==> config.mk <==
export PLATFORM = sky130hd
export DESIGN_NAME = bracketed_csv_integer_frame_parser_top
export DESIGN_NICKNAME = d
export VERILOG_FILES = /design/src/sv/bcsv_pkg.sv /design/src/sv/bcsv_res_buf.sv /design/src/sv/bracketed_csv_integer_frame_parser_top.sv
export SDC_FILE = /design/constraint.sdc
export NUM_CORES = 1
export LEC_CHECK = 0
export BUFFER_PORTS_ARGS = -buffer_cell sky130_fd_sc_hd__buf_2
export CORE_AREA = 2 2 232 177
export DETAILED_ROUTE_END_ITERATION = 12
export DIE_AREA = 0 0 234 179
export GPL_TIMING_DRIVEN = 0
export PLACE_DENSITY_LB_ADDON = 0.08
export SETUP_SLACK_MARGIN = 0.3
export SLEW_MARGIN = 20
export SYNTH_ARGS = -nofsm -noshare
export SYNTH_HDL_FRONTEND = slang
export SYNTH_HIERARCHICAL = 1
export SYNTH_SLANG_ARGS = --single-unit
==> constraint.sdc <==
create_clock -name clk_i -period 10.7 [get_ports clk_i]
set_input_delay 1.605 -clock clk_i [delete_from_list [all_inputs] [get_ports clk_i]]
set_output_delay 1.605 -clock clk_i [all_outputs]
set_load 0.005 [all_outputs]
==> src/sv/bcsv_pkg.sv <==
`default_nettype none

package bcsv_pkg;

  localparam int MAX_FRAME  = 128;
  localparam int NUM_FIELDS = 4;
  localparam int OUT_VALUES = 4;

  localparam int FLEN_W = 8;
  localparam int IDX_W  = $clog2(NUM_FIELDS + 1);
  localparam int CAP_IW = (NUM_FIELDS > 1) ? $clog2(NUM_FIELDS) : 1;
  localparam int CNT_W  = 3;

  localparam logic [7:0] CH_LBRACK = 8'h5B;
  localparam logic [7:0] CH_RBRACK = 8'h5D;
  localparam logic [7:0] CH_COMMA  = 8'h2C;
  localparam logic [7:0] CH_PLUS   = 8'h2B;
  localparam logic [7:0] CH_MINUS  = 8'h2D;
  localparam logic [7:0] CH_ZERO   = 8'h30;
  localparam logic [7:0] CH_NINE   = 8'h39;
  localparam logic [7:0] CH_SPACE  = 8'h20;
  localparam logic [7:0] CH_TAB    = 8'h09;
  localparam logic [7:0] CH_CR     = 8'h0D;

  localparam logic [31:0] MAG_LIMIT = 32'h8000_0000;

  typedef enum logic [1:0] {
    PH_SPACE  = 2'd0,
    PH_DIGITS = 2'd1,
    PH_DONE   = 2'd2
  } phase_e;

  typedef struct packed {
    logic [OUT_VALUES-1:0][31:0] values;
    logic [CNT_W-1:0]            count;
  } res_t;

  typedef struct packed {
    logic out_valid;
    logic skid_valid;
  } buf_stat_t;

  function automatic logic is_space(input logic [7:0] c);
    return (c == CH_SPACE) || (c >= CH_TAB && c <= CH_CR);
  endfunction

  // acc * 10 + d, clamped at the magnitude limit
  function automatic logic [31:0] acc_step(input logic [31:0] acc, input logic [3:0] d);
    logic [35:0] wide;
    wide = ({4'b0, acc} << 3) + ({4'b0, acc} << 1) + {32'b0, d};
    if (wide > {4'b0, MAG_LIMIT}) begin
      return MAG_LIMIT;
    end
    return wide[31:0];
  endfunction

endpackage

`default_nettype wire

==> src/sv/bcsv_res_buf.sv <==
`default_nettype none

module bcsv_res_buf
  import bcsv_pkg::*;
(
  input  wire        clk_i,
  input  wire        rst_ni,
  input  wire        push_i,
  input  res_t       push_data_i,
  input  wire        out_stall_i,
  output logic       out_valid_o,
  output res_t       out_data_o,
  output buf_stat_t  stat_o
);

  logic out_valid_q, out_valid_d;
  logic skid_valid_q, skid_valid_d;
  res_t out_q, out_d;
  res_t skid_q, skid_d;
  logic fire;

  assign fire = out_valid_q & ~out_stall_i;

  always_comb begin
    out_valid_d  = out_valid_q;
    skid_valid_d = skid_valid_q;
    out_d        = out_q;
    skid_d       = skid_q;
    if (fire) begin
      if (skid_valid_q) begin
        out_d        = skid_q;
        skid_valid_d = 1'b0;
      end else begin
        out_valid_d = push_i;
        out_d       = push_data_i;
      end
    end else if (!out_valid_q) begin
      out_valid_d = push_i;
      out_d       = push_data_i;
    end else if (push_i) begin
      skid_valid_d = 1'b1;
      skid_d       = push_data_i;
    end
  end

  always_ff @(posedge clk_i or negedge rst_ni) begin
    if (!rst_ni) begin
      out_valid_q  <= 1'b0;
      skid_valid_q <= 1'b0;
    end else begin
      out_valid_q  <= out_valid_d;
      skid_valid_q <= skid_valid_d;
    end
  end

  always_ff @(posedge clk_i) begin
    out_q  <= out_d;
    skid_q <= skid_d;
  end

  assign out_valid_o       = out_valid_q;
  assign out_data_o        = out_q;
  assign stat_o.out_valid  = out_valid_q;
  assign stat_o.skid_valid = skid_valid_q;

endmodule

`default_nettype wire

==> src/sv/bracketed_csv_integer_frame_parser_top.sv <==
// path: a closing ']' beat goes through the input register, then the parse logic into the
// result register, which raises out_valid_o
// throughput: one byte beat per cycle while results drain
// a two-entry result buffer (output register plus skid) holds results while out_stall_i
// is high; in_stall_o rises once the byte in flight plus results held past this edge reach two
// reset: rst_ni async active low, parser returns to hunting for '[' and buffers empty
`default_nettype none

module bracketed_csv_integer_frame_parser_top
  import bcsv_pkg::*;
(
  input  wire               clk_i,
  input  wire               rst_ni,
  // byte channel
  input  wire               in_valid_i,
  output logic              in_stall_o,
  input  wire  [7:0]        rx_byte_i,
  // result channel
  output logic              out_valid_o,
  input  wire               out_stall_i,
  output logic signed [31:0] value_0_o,
  output logic signed [31:0] value_1_o,
  output logic signed [31:0] value_2_o,
  output logic signed [31:0] value_3_o,
  output logic [2:0]        field_count_o
);

  // input register stage
  logic       byte_v_q;
  logic [7:0] byte_q;
  logic       in_fire;

  // parser state
  logic                  in_frame_q, in_frame_d;
  logic [IDX_W-1:0]      idx_q, idx_d;
  logic                  open_q, open_d;
  phase_e                phase_q, phase_d;
  logic                  neg_q, neg_d;
  logic [31:0]           acc_q, acc_d;
  logic [31:0]           cap_q [NUM_FIELDS];
  logic [31:0]           cap_d [NUM_FIELDS];
  logic [FLEN_W-1:0]     flen_q, flen_d;

  // token byte helpers
  phase_e      ph_eff;
  logic        neg_eff;
  logic [31:0] acc_eff;
  logic        is_digit;
  logic [3:0]  digit;
  logic [31:0] tok_val;

  // result path
  logic                        push;
  logic [OUT_VALUES-1:0][31:0] res_vals;
  res_t                        push_data;
  res_t                        out_data;
  buf_stat_t                   buf_stat;
  logic                        out_fire;
  logic [1:0]                  occ;

  // ---------------------------------------------------------------------------
  // input handshake: stall when the byte in flight plus buffered results would
  // leave no room for another result after this edge
  // ---------------------------------------------------------------------------
  assign out_fire   = out_valid_o & ~out_stall_i;
  assign occ        = 2'(byte_v_q) + 2'(buf_stat.out_valid) + 2'(buf_stat.skid_valid)
                      - 2'(out_fire);
  assign in_stall_o = (occ >= 2'd2);
  assign in_fire    = in_valid_i & ~in_stall_o;

  always_ff @(posedge clk_i or negedge rst_ni) begin
    if (!rst_ni) begin
      byte_v_q <= 1'b0;
    end else begin
      byte_v_q <= in_fire;
    end
  end

  always_ff @(posedge clk_i) begin
    if (in_fire) begin
      byte_q <= rx_byte_i;
    end
  end

  // ---------------------------------------------------------------------------
  // token byte decode; a token that is not yet open starts from a clean number
  // ---------------------------------------------------------------------------
  assign ph_eff   = open_q ? phase_q : PH_SPACE;
  assign neg_eff  = open_q ? neg_q : 1'b0;
  assign acc_eff  = open_q ? acc_q : 32'd0;
  assign is_digit = (byte_q >= CH_ZERO) && (byte_q <= CH_NINE);
  assign digit    = 4'(byte_q - CH_ZERO);

  // signed value of the open token, clamped to the 32-bit range
  assign tok_val = neg_q ? (32'd0 - acc_q) : (acc_q[31] ? 32'h7FFF_FFFF : acc_q);

  // ---------------------------------------------------------------------------
  // parser next state
  // ---------------------------------------------------------------------------
  always_comb begin
    in_frame_d = in_frame_q;
    idx_d      = idx_q;
    open_d     = open_q;
    phase_d    = phase_q;
    neg_d      = neg_q;
    acc_d      = acc_q;
    cap_d      = cap_q;
    flen_d     = flen_q;
    push       = 1'b0;
    if (byte_v_q) begin
      if (!in_frame_q) begin
        // hunting: only an opening bracket matters
        if (byte_q == CH_LBRACK) begin
          in_frame_d = 1'b1;
          idx_d      = '0;
          open_d     = 1'b0;
          phase_d    = PH_SPACE;
          neg_d      = 1'b0;
          acc_d      = '0;
          flen_d     = FLEN_W'(1);
          for (int i = 0; i < NUM_FIELDS; i++) begin
            cap_d[i] = '0;
          end
        end
      end else if (flen_q >= FLEN_W'(MAX_FRAME)) begin
        // overlong frame: drop it, this byte is swallowed
        in_frame_d = 1'b0;
        flen_d     = '0;
        open_d     = 1'b0;
      end else begin
        flen_d = flen_q + FLEN_W'(1);
        if (byte_q == CH_COMMA || byte_q == CH_RBRACK) begin
          // close the token; empty tokens leave no trace
          if (open_q && (idx_q < IDX_W'(NUM_FIELDS))) begin
            cap_d[idx_q[CAP_IW-1:0]] = tok_val;
            idx_d                    = idx_q + IDX_W'(1);
          end
          open_d = 1'b0;
          if (byte_q == CH_RBRACK) begin
            push       = 1'b1;
            in_frame_d = 1'b0;
            flen_d     = '0;
          end
        end else begin
          open_d  = 1'b1;
          phase_d = ph_eff;
          neg_d   = neg_eff;
          acc_d   = acc_eff;
          // tokens past the last field and finished numbers ignore content
          if ((idx_q < IDX_W'(NUM_FIELDS)) && (ph_eff != PH_DONE)) begin
            if (is_digit) begin
              acc_d   = acc_step(acc_eff, digit);
              phase_d = PH_DIGITS;
            end else if ((ph_eff == PH_SPACE) && is_space(byte_q)) begin
              phase_d = PH_SPACE;
            end else if ((ph_eff == PH_SPACE) &&
                         (byte_q == CH_PLUS || byte_q == CH_MINUS)) begin
              neg_d   = (byte_q == CH_MINUS);
              phase_d = PH_DIGITS;
            end else begin
              phase_d = PH_DONE;
            end
          end
        end
      end
    end
  end

  always_ff @(posedge clk_i or negedge rst_ni) begin
    if (!rst_ni) begin
      in_frame_q <= 1'b0;
      idx_q      <= '0;
      open_q     <= 1'b0;
      phase_q    <= PH_SPACE;
      neg_q      <= 1'b0;
      acc_q      <= '0;
      flen_q     <= '0;
      for (int i = 0; i < NUM_FIELDS; i++) begin
        cap_q[i] <= '0;
      end
    end else begin
      in_frame_q <= in_frame_d;
      idx_q      <= idx_d;
      open_q     <= open_d;
      phase_q    <= phase_d;
      neg_q      <= neg_d;
      acc_q      <= acc_d;
      flen_q     <= flen_d;
      cap_q      <= cap_d;
    end
  end

  // ---------------------------------------------------------------------------
  // result assembly: values past the captured count, or with no storage, read 0
  // ---------------------------------------------------------------------------
  for (genvar k = 0; k < OUT_VALUES; k++) begin : g_val
    if (k < NUM_FIELDS) begin : g_cap
      assign res_vals[k] = (IDX_W'(k) < idx_d) ? cap_d[k] : 32'd0;
    end else begin : g_zero
      assign res_vals[k] = 32'd0;
    end
  end

  assign push_data.values = res_vals;
  assign push_data.count  = (32'(idx_d) > 7) ? 3'd7 : CNT_W'(idx_d);

  bcsv_res_buf u_res_buf (
    .clk_i       (clk_i),
    .rst_ni      (rst_ni),
    .push_i      (push),
    .push_data_i (push_data),
    .out_stall_i (out_stall_i),
    .out_valid_o (out_valid_o),
    .out_data_o  (out_data),
    .stat_o      (buf_stat)
  );

  assign value_0_o     = out_data.values[0];
  assign value_1_o     = out_data.values[1];
  assign value_2_o     = out_data.values[2];
  assign value_3_o     = out_data.values[3];
  assign field_count_o = out_data.count;

  // ---------------------------------------------------------------------------
  // assertions
  // ---------------------------------------------------------------------------
  // skid entry only ever fills behind a held output beat
  a_skid_behind_out: assert property (@(posedge clk_i) disable iff (!rst_ni)
    buf_stat.skid_valid |-> buf_stat.out_valid)
    else $error("skid valid without output valid");

  // a byte that closes a frame never meets a full result buffer
  a_no_overflow: assert property (@(posedge clk_i) disable iff (!rst_ni)
    (buf_stat.out_valid && buf_stat.skid_valid && !out_fire) |-> !push)
    else $error("result pushed into full buffer");

  // frame length stays bounded and is cleared while hunting
  a_flen_bound: assert property (@(posedge clk_i) disable iff (!rst_ni)
    (flen_q <= FLEN_W'(MAX_FRAME)) && (in_frame_q || flen_q == '0))
    else $error("frame length out of range");

  // no stall when nothing is buffered or in flight
  a_no_idle_stall: assert property (@(posedge clk_i) disable iff (!rst_ni)
    (!byte_v_q && !buf_stat.out_valid) |-> !in_stall_o)
    else $error("stall with empty pipeline");

endmodule

`default_nettype wire

# Word level (Yosys, flattened, before mapping)
# Index checks and enable logic that the tools add are counted.
[word_totals] output_inout_bits=133 register_bits=449 wordCells=165
[op_classes] reduce_logical=18 mux=82 n_lt_le_gt_ge=14 n_bitwise=6 n_eq_ne=11 add_sub_neg=9
[op_table] cell="$mux 128" count=6
[op_table] cell="$mux 32" count=15
[op_table] cell="$mux 131" count=3
[op_table] cell="$bwmux 128" count=1
[op_table] cell="$demux 32 s2" count=1
[op_table] cell="$mux 8" count=5
[op_table] cell="$add 35x33->36" count=1
[op_table] cell="$add 36x4->36" count=1
[op_table] cell="$gt 36x32->1 const B" count=1
[op_table] cell="$mux 1" count=35
[op_table] cell="$eq 8x6->1 const B" count=4
[op_table] cell="$sub 1x32->32 const A" count=1
[op_table] cell="$mux 31" count=1
[op_table] cell="$mux 2" count=9
[op_table] cell="$mux 3" count=6
[op_table] cell="$eq 8x7->1 const B" count=2
[op_table] cell="$ne 2x2->1 const B" count=5
[op_table] cell="$add 8x1->8 const B" count=1
[op_table] cell="$ge 8x4->1 const B" count=1
[op_table] cell="$ge 8x6->1 const B" count=1
[op_table] cell="$ge 8x8->1 const B" count=1
[op_table] cell="$le 8x4->1 const B" count=1
[op_table] cell="$le 8x6->1 const B" count=1
[op_table] cell="$logic_and 1x1->1" count=7
[op_table] cell="other kinds (20)" count=30

# Depth between registers and ports, before layout
[depth] ltp_word=17 ltp_mapped=16 mapped_depth_nobuf=14

# Cells and area by module
# Netlist, hierarchy kept.
[modules_own_cells] mod="bracketed_csv_integer_frame_parser_top" cells_each=1307 area_per_inst_um2=11636.2 seq_area_each_um2=4669.5 n_inst=1
[modules_own_cells] mod="bcsv_res_buf" cells_each=419 area_per_inst_um2=9924.5 seq_area_each_um2=7917.6 n_inst=1

# Worst setup path before layout
# OpenSTA, ideal clock, no wires.
[synth_timing] path_kind="in2reg" from="input out_stall_i" to="register u_res_buf/skid_q[0] (netlist bit), enable pin" setup_time_ps=507 t_arrival_ps=4669 slack_ps=5524 path_buffers=0 stages=1 t_required_ps=10193 cell_sequence="and3_1"
[synth_via] elab_chain_len=4
[synth_rtl] item="start: declaration" line_no="bracketed_csv_integer_frame_parser_top.sv:20" rtl="input wire out_stall_i,"
[synth_rtl] item="$not 1->1" line_no="bcsv_res_buf.sv:22" rtl="assign fire = out_valid_q & ~out_stall_i;"
[synth_rtl] item="$and 1x1->1" line_no="bcsv_res_buf.sv:22"
[synth_rtl] item="$not 1->1 (no source line)"
[synth_rtl] item="$reduce_and 3->1 (no source line)"
[synth_rtl] item="end signal: assignment" line_no="bcsv_res_buf.sv:58" rtl="skid_q <= skid_d;"
[synth_rtl] item="end: declaration" line_no="bcsv_res_buf.sv:19" rtl="res_t skid_q, skid_d;"
# No other way between the ends.
# A chain may end at the register's enable or synchronous reset.

# Final worst setup path
[layout_timing] from="register open_q" to="register acc_q[28]"
[layout_via] elab_chain_len=17 word_cells_on_any_way=20
[layout_rtl] item="start: declaration" line_no="bracketed_csv_integer_frame_parser_top.sv:36" rtl="logic open_q, open_d;"
[layout_rtl] item="start signal: assignment" line_no="bracketed_csv_integer_frame_parser_top.sv:184" rtl="open_q <= open_d;"
[layout_rtl] item="$mux 32" line_no="bracketed_csv_integer_frame_parser_top.sv:90" rtl="assign acc_eff = open_q ? acc_q : 32'd0;"
[layout_rtl] item="$add 35x33->36" line_no="bcsv_pkg.sv:50" rtl="wide = ({4'b0, acc} << 3) + ({4'b0, acc} << 1) + {32'b0, d};"
[layout_rtl] item="$add 36x4->36" line_no="bcsv_pkg.sv:50"
[layout_rtl] item="$gt 36x32->1" line_no="bcsv_pkg.sv:51" rtl="if (wide > {4'b0, MAG_LIMIT}) begin"
[layout_rtl] item="$mux 1" line_no="bcsv_pkg.sv:51"
[layout_rtl] item="$mux 1" line_no="bracketed_csv_integer_frame_parser_top.sv:151" rtl="if (is_digit) begin"
[layout_rtl] item="$mux 1" line_no="bracketed_csv_integer_frame_parser_top.sv:150" rtl="if ((idx_q < IDX_W'(NUM_FIELDS)) && (ph_eff != PH_DONE)) begin"
[layout_rtl] item="$mux 1" line_no="bracketed_csv_integer_frame_parser_top.sv:132" rtl="if (byte_q == CH_COMMA || byte_q == CH_RBRACK) begin"
[layout_rtl] item="$mux 1" line_no="bracketed_csv_integer_frame_parser_top.sv:125" rtl="end else if (flen_q >= FLEN_W'(MAX_FRAME)) begin"
[layout_rtl] item="$mux 1" line_no="bracketed_csv_integer_frame_parser_top.sv:111" rtl="if (!in_frame_q) begin"
[layout_rtl] item="$mux 1" line_no="bracketed_csv_integer_frame_parser_top.sv:110" rtl="if (byte_v_q) begin"
[layout_rtl] item="$mux 32" line_no="bcsv_pkg.sv:54" rtl="return wide[31:0];"
[layout_rtl] item="$mux 32" line_no="bracketed_csv_integer_frame_parser_top.sv:151"
[layout_rtl] item="$mux 32 (*)" line_no="bracketed_csv_integer_frame_parser_top.sv:150"
[layout_rtl] item="$mux 32 (*)" line_no="bracketed_csv_integer_frame_parser_top.sv:132"
[layout_rtl] item="$mux 32 (*)" line_no="bracketed_csv_integer_frame_parser_top.sv:125"
[layout_rtl] item="$mux 32 (*)" line_no="bracketed_csv_integer_frame_parser_top.sv:111"
[layout_rtl] item="end signal: assignment" line_no="bracketed_csv_integer_frame_parser_top.sv:176" rtl="acc_q <= '0;"
[layout_rtl] item="end signal: assignment" line_no="bracketed_csv_integer_frame_parser_top.sv:187" rtl="acc_q <= acc_d;"
[layout_rtl] item="end: declaration" line_no="bracketed_csv_integer_frame_parser_top.sv:39" rtl="logic [31:0] acc_q, acc_d;"
# Mark *: on every way between the ends. The rest lies on a longest branch, timed or not. The select of a mux whose other input is x is not followed.

==> flow_summary_export.csv <==
group,metric,value,unit
floorplan,initial_utilization,54.0,%
sta,fin_tns_setup,0,ns
critical_path,critPathLaunch,"open_q",
critical_path,rrSetupSlack,5.86,ns
synth,yosys-top-cells-area,"edfxtp_1 (38%), dfrtp_1 (21%), mux2_4 (6.3%)",
synth,synthCells,1726,
layout,area_growth,13.6,%
global_routing,grt_start_max_net_pins,97,
pwr,power_leakage,10.5,nW
drt,drc,0,
layout,layout.nets,2006,
pwr,peakVddDrop,0.125,mV
cts,hold_buffers,0,
synth,synth_flop_cell,"edfxtp_1",
critical_path,reg2reg_from,"open_q",
sta,final_max_slew_viol_count,0,
synth,async_reset_ff_share,39.9,%
cts,post_cts_resized,0,
cts,cts_tree,"done",
critical_path,r2r_end,"acc_q[28]",
cts,cts_buffers,44,
synth,synth.avg_cell_area,12.5,sq um
global_routing,grt_pass1_vias,13800,
sta,fmax,0.206,GHz
synth,synth_cell_types,80,
placed_design,dpl.hpwl,39.0,mm
drt,routed_wirelength,52.9,mm
cts,ctsRootBufferMaster,"clkbuf_16",
critical_path,arrival,5.33,ns
pwr,p_clk_share,38.1,%
cts,cts_setup_buffers,0,
drt,avgRoutedWirePerCell,21.3,um
sta,fin_crit,4.84,ns
sta,rsz0062_at_grt,"false",
pwr,p_per_area,162,nW/um^2
drt,wl_met2,23.0,mm
drt,vias,14400,
global_routing,antenna_found_initial,0,
pwr,sw_frac_of_total,26.9,%
layout,antenna_cells,0,
layout,postLayoutCoreUtil,61.3,%
critical_path,crit_path_end_kind,"flip-flop",
critical_path,crit_type,"reg2reg",
global_routing,grt.total_usage,25.6,%
synth,synth_edf_count,270,
sta,finalHoldViolations,0,
min_path,hold_path.class,"reg2reg",
synth,synth_warnings,6,
flow_run,drv_cap,0,
status,status,"finished, final reports clean",
critical_path,rr_worst_depth,15,
critical_path,cp.required,11.19,ns
drt,ant_nets,0,
global_routing,grt_pass1_wl,81.5,mm
sta,hold_ws,0.479,ns
synth,yosysTopAreaCellShare,37.6,%
pwr,switchingPower,0.00107,W
synth,syn_area,21600,sq um
floorplan,fp.dieH,179,um
cts,clk_pin_slew,0.06,ns
drt,top_layer,"met4",
layout,final_common_cell,"edfxtp_1",
layout,drive_gt1_share,22.0,%
floorplan,rows,64,
synth,synth_area_leader_cell,"edfxtp_1",
layout,final_cell_mix,"edfxtp_1 (270), dfrtp_1 (179), buf_2 (148), o21ai_0 (135), nand2_1 (112)",
cts,cts_max_level,2,
critical_path,worstSetupEndpoint,"acc_q[28]",
cts,clk_latency,0.56,ns
sta,setup_viol,0,
drt,first_pass_iters,5,
sta,period_share,45.3,%
global_routing,overflow,0,
critical_path,critPathMaxFanout,10,
floorplan,io_pins,145,
synth,synth_fp_nets,1811,
floorplan,die_w,234,um
synth,ys_seq_elements,449,
cts,cts.path.max_buffers,3,
drt,via_per_inst,5.81,
critical_path,cp-start-kind,"flip-flop",
placed_design,gp_congestion,0.885,
floorplan,die_area,41900,sq um
cts,cts.sinks,449,
floorplan,core-area,40000,sq um
sta,slew_headroom,26.3,%
sta,skew,0.0291,ns
drt,met1_length,25.8,mm
pwr,p_seq_share,48.6,%
placed_design,portBuffers,144,
pwr,pwr-share-comb,13.3,%
synth,synth-seq-area-share,58.4,%
pwr,p_int,0.00289,W
drt,drt_iter0_markers,1084,
drt,wl_met3,3.29,mm
sta,tightestPinTransition,1.09,ns
-- state kept, by name (all words and copies together) (netlist names) --
name                    count
acc_q                      32
byte_q                      8
byte_v_q                    1
cap_q                     128
flen_q                      8
idx_q                       3
in_frame_q                  1
neg_q                       1
open_q                      1
phase_q                     2
u_res_buf/out_data_o      131
u_res_buf/out_valid_o       1
u_res_buf/skid_q          131
u_res_buf/skid_valid_q      1
-- synthesized netlist by cell type (14+ instances only) --
cell / count
xor2_1: 17
edfxtp_1: 270
inv_1: 28
ha_1: 72
a21oi_1: 73
o21ai_2: 31
nor3_1: 20
nor2b_1: 71
mux2_2: 41
o21ai_0: 137
dfrtp_1: 179
clkbuf_1: 55
nand3_1: 107
and2_1: 100
nand4_1: 16
o2bb2ai_1: 29
mux2_4: 91
xnor2_1: 18
buf_6: 14
nand2_1: 113
nor2_1: 72
-- cell type report --
cell class | instances | area (sq um)
Buffer | 86 | 463
Multi-Input combinational cell | 1163 | 8420
Timing Repair Buffer | 149 | 861
Fill cell | 3175 | 15500
Clock buffer | 56 | 1160
Inverter | 28 | 105
Clock inverter | 25 | 228
Sequential cell | 449 | 12600
Tap cell | 528 | 661
-- power groups by stage --
stage | Combinational, W | Sequential [W] | Clock, W
after floorplan | 0.000321 | 0.00195 | 0
after global placement | 0.000510 | 0.00196 | 0
after CTS | 0.000523 | 0.00192 | 0.00153
final | 0.000528 | 0.00192 | 0.00151
after detailed placement | 0.000521 | 0.00196 | 0
after global routing | 0.000579 | 0.00193 | 0.00160
-- critical path, stage by stage, from the launching register on --
cell	delay, ns
dfrtp_1	0.40
clkbuf_1	0.49
clkbuf_1	0.35
and2_1	0.24
ha_1	0.25
ha_1	0.26
clkbuf_1	0.20
o21ai_0	0.20
nor2_1	0.09
o41ai_1	0.68
nand4_1	0.25
a211o_1	0.34
a221oi_2	0.38
nand3_2	0.24
buf_6	0.28
o21ai_2	0.13
-- kinds of logic after synthesis --
family,Yosys count,synth area share (%)
buffers and inverters,114,2.63
adder cells (fa/ha/maj),73,4.27
AND/OR/NAND/NOR,553,13.8
AO/OA/AOI/OAI,370,11.0
flip-flops,449,58.4
multiplexers,132,8.48
XOR/XNOR,35,1.42
-- stage by stage --
step / instances / cell area (sq um) / worst slack, ns / total power, W
floorplan: 1726 / 21600 / 5.52 / 0.00227
global placement: 2398 / 22900 / 3.83 / 0.00247
detailed placement: 2403 / 23100 / 5.88 / 0.00248
CTS: 2484 / 24500 / 5.89 / 0.00398
global route: 2484 / 24500 / 5.42 / 0.00411
finish: 2484 / 24500 / 5.86 / 0.00396
-- how the worst min path moves through the flow --
stage / start / end / depth (start not counted)
after floorplan: cap_q[62] / cap_q[62] / 2
after global placement: cap_q[95] / cap_q[95] / 2
after detailed placement: cap_q[127] / cap_q[127] / 2
after CTS: cap_q[63] / cap_q[63] / 2
after global routing: cap_q[117] / cap_q[117] / 1
final: cap_q[90] / cap_q[90] / 1
-- layer usage --
layer / up-vias / track usage [%]
li1: 6739 / -
met1: 7247 / 39.7
met2: 401 / 37.9
met3: 53 / 4.31
met4: 0 / 5.06
met5: - / 0
Note: power is estimated with default switching activity, not from simulation.
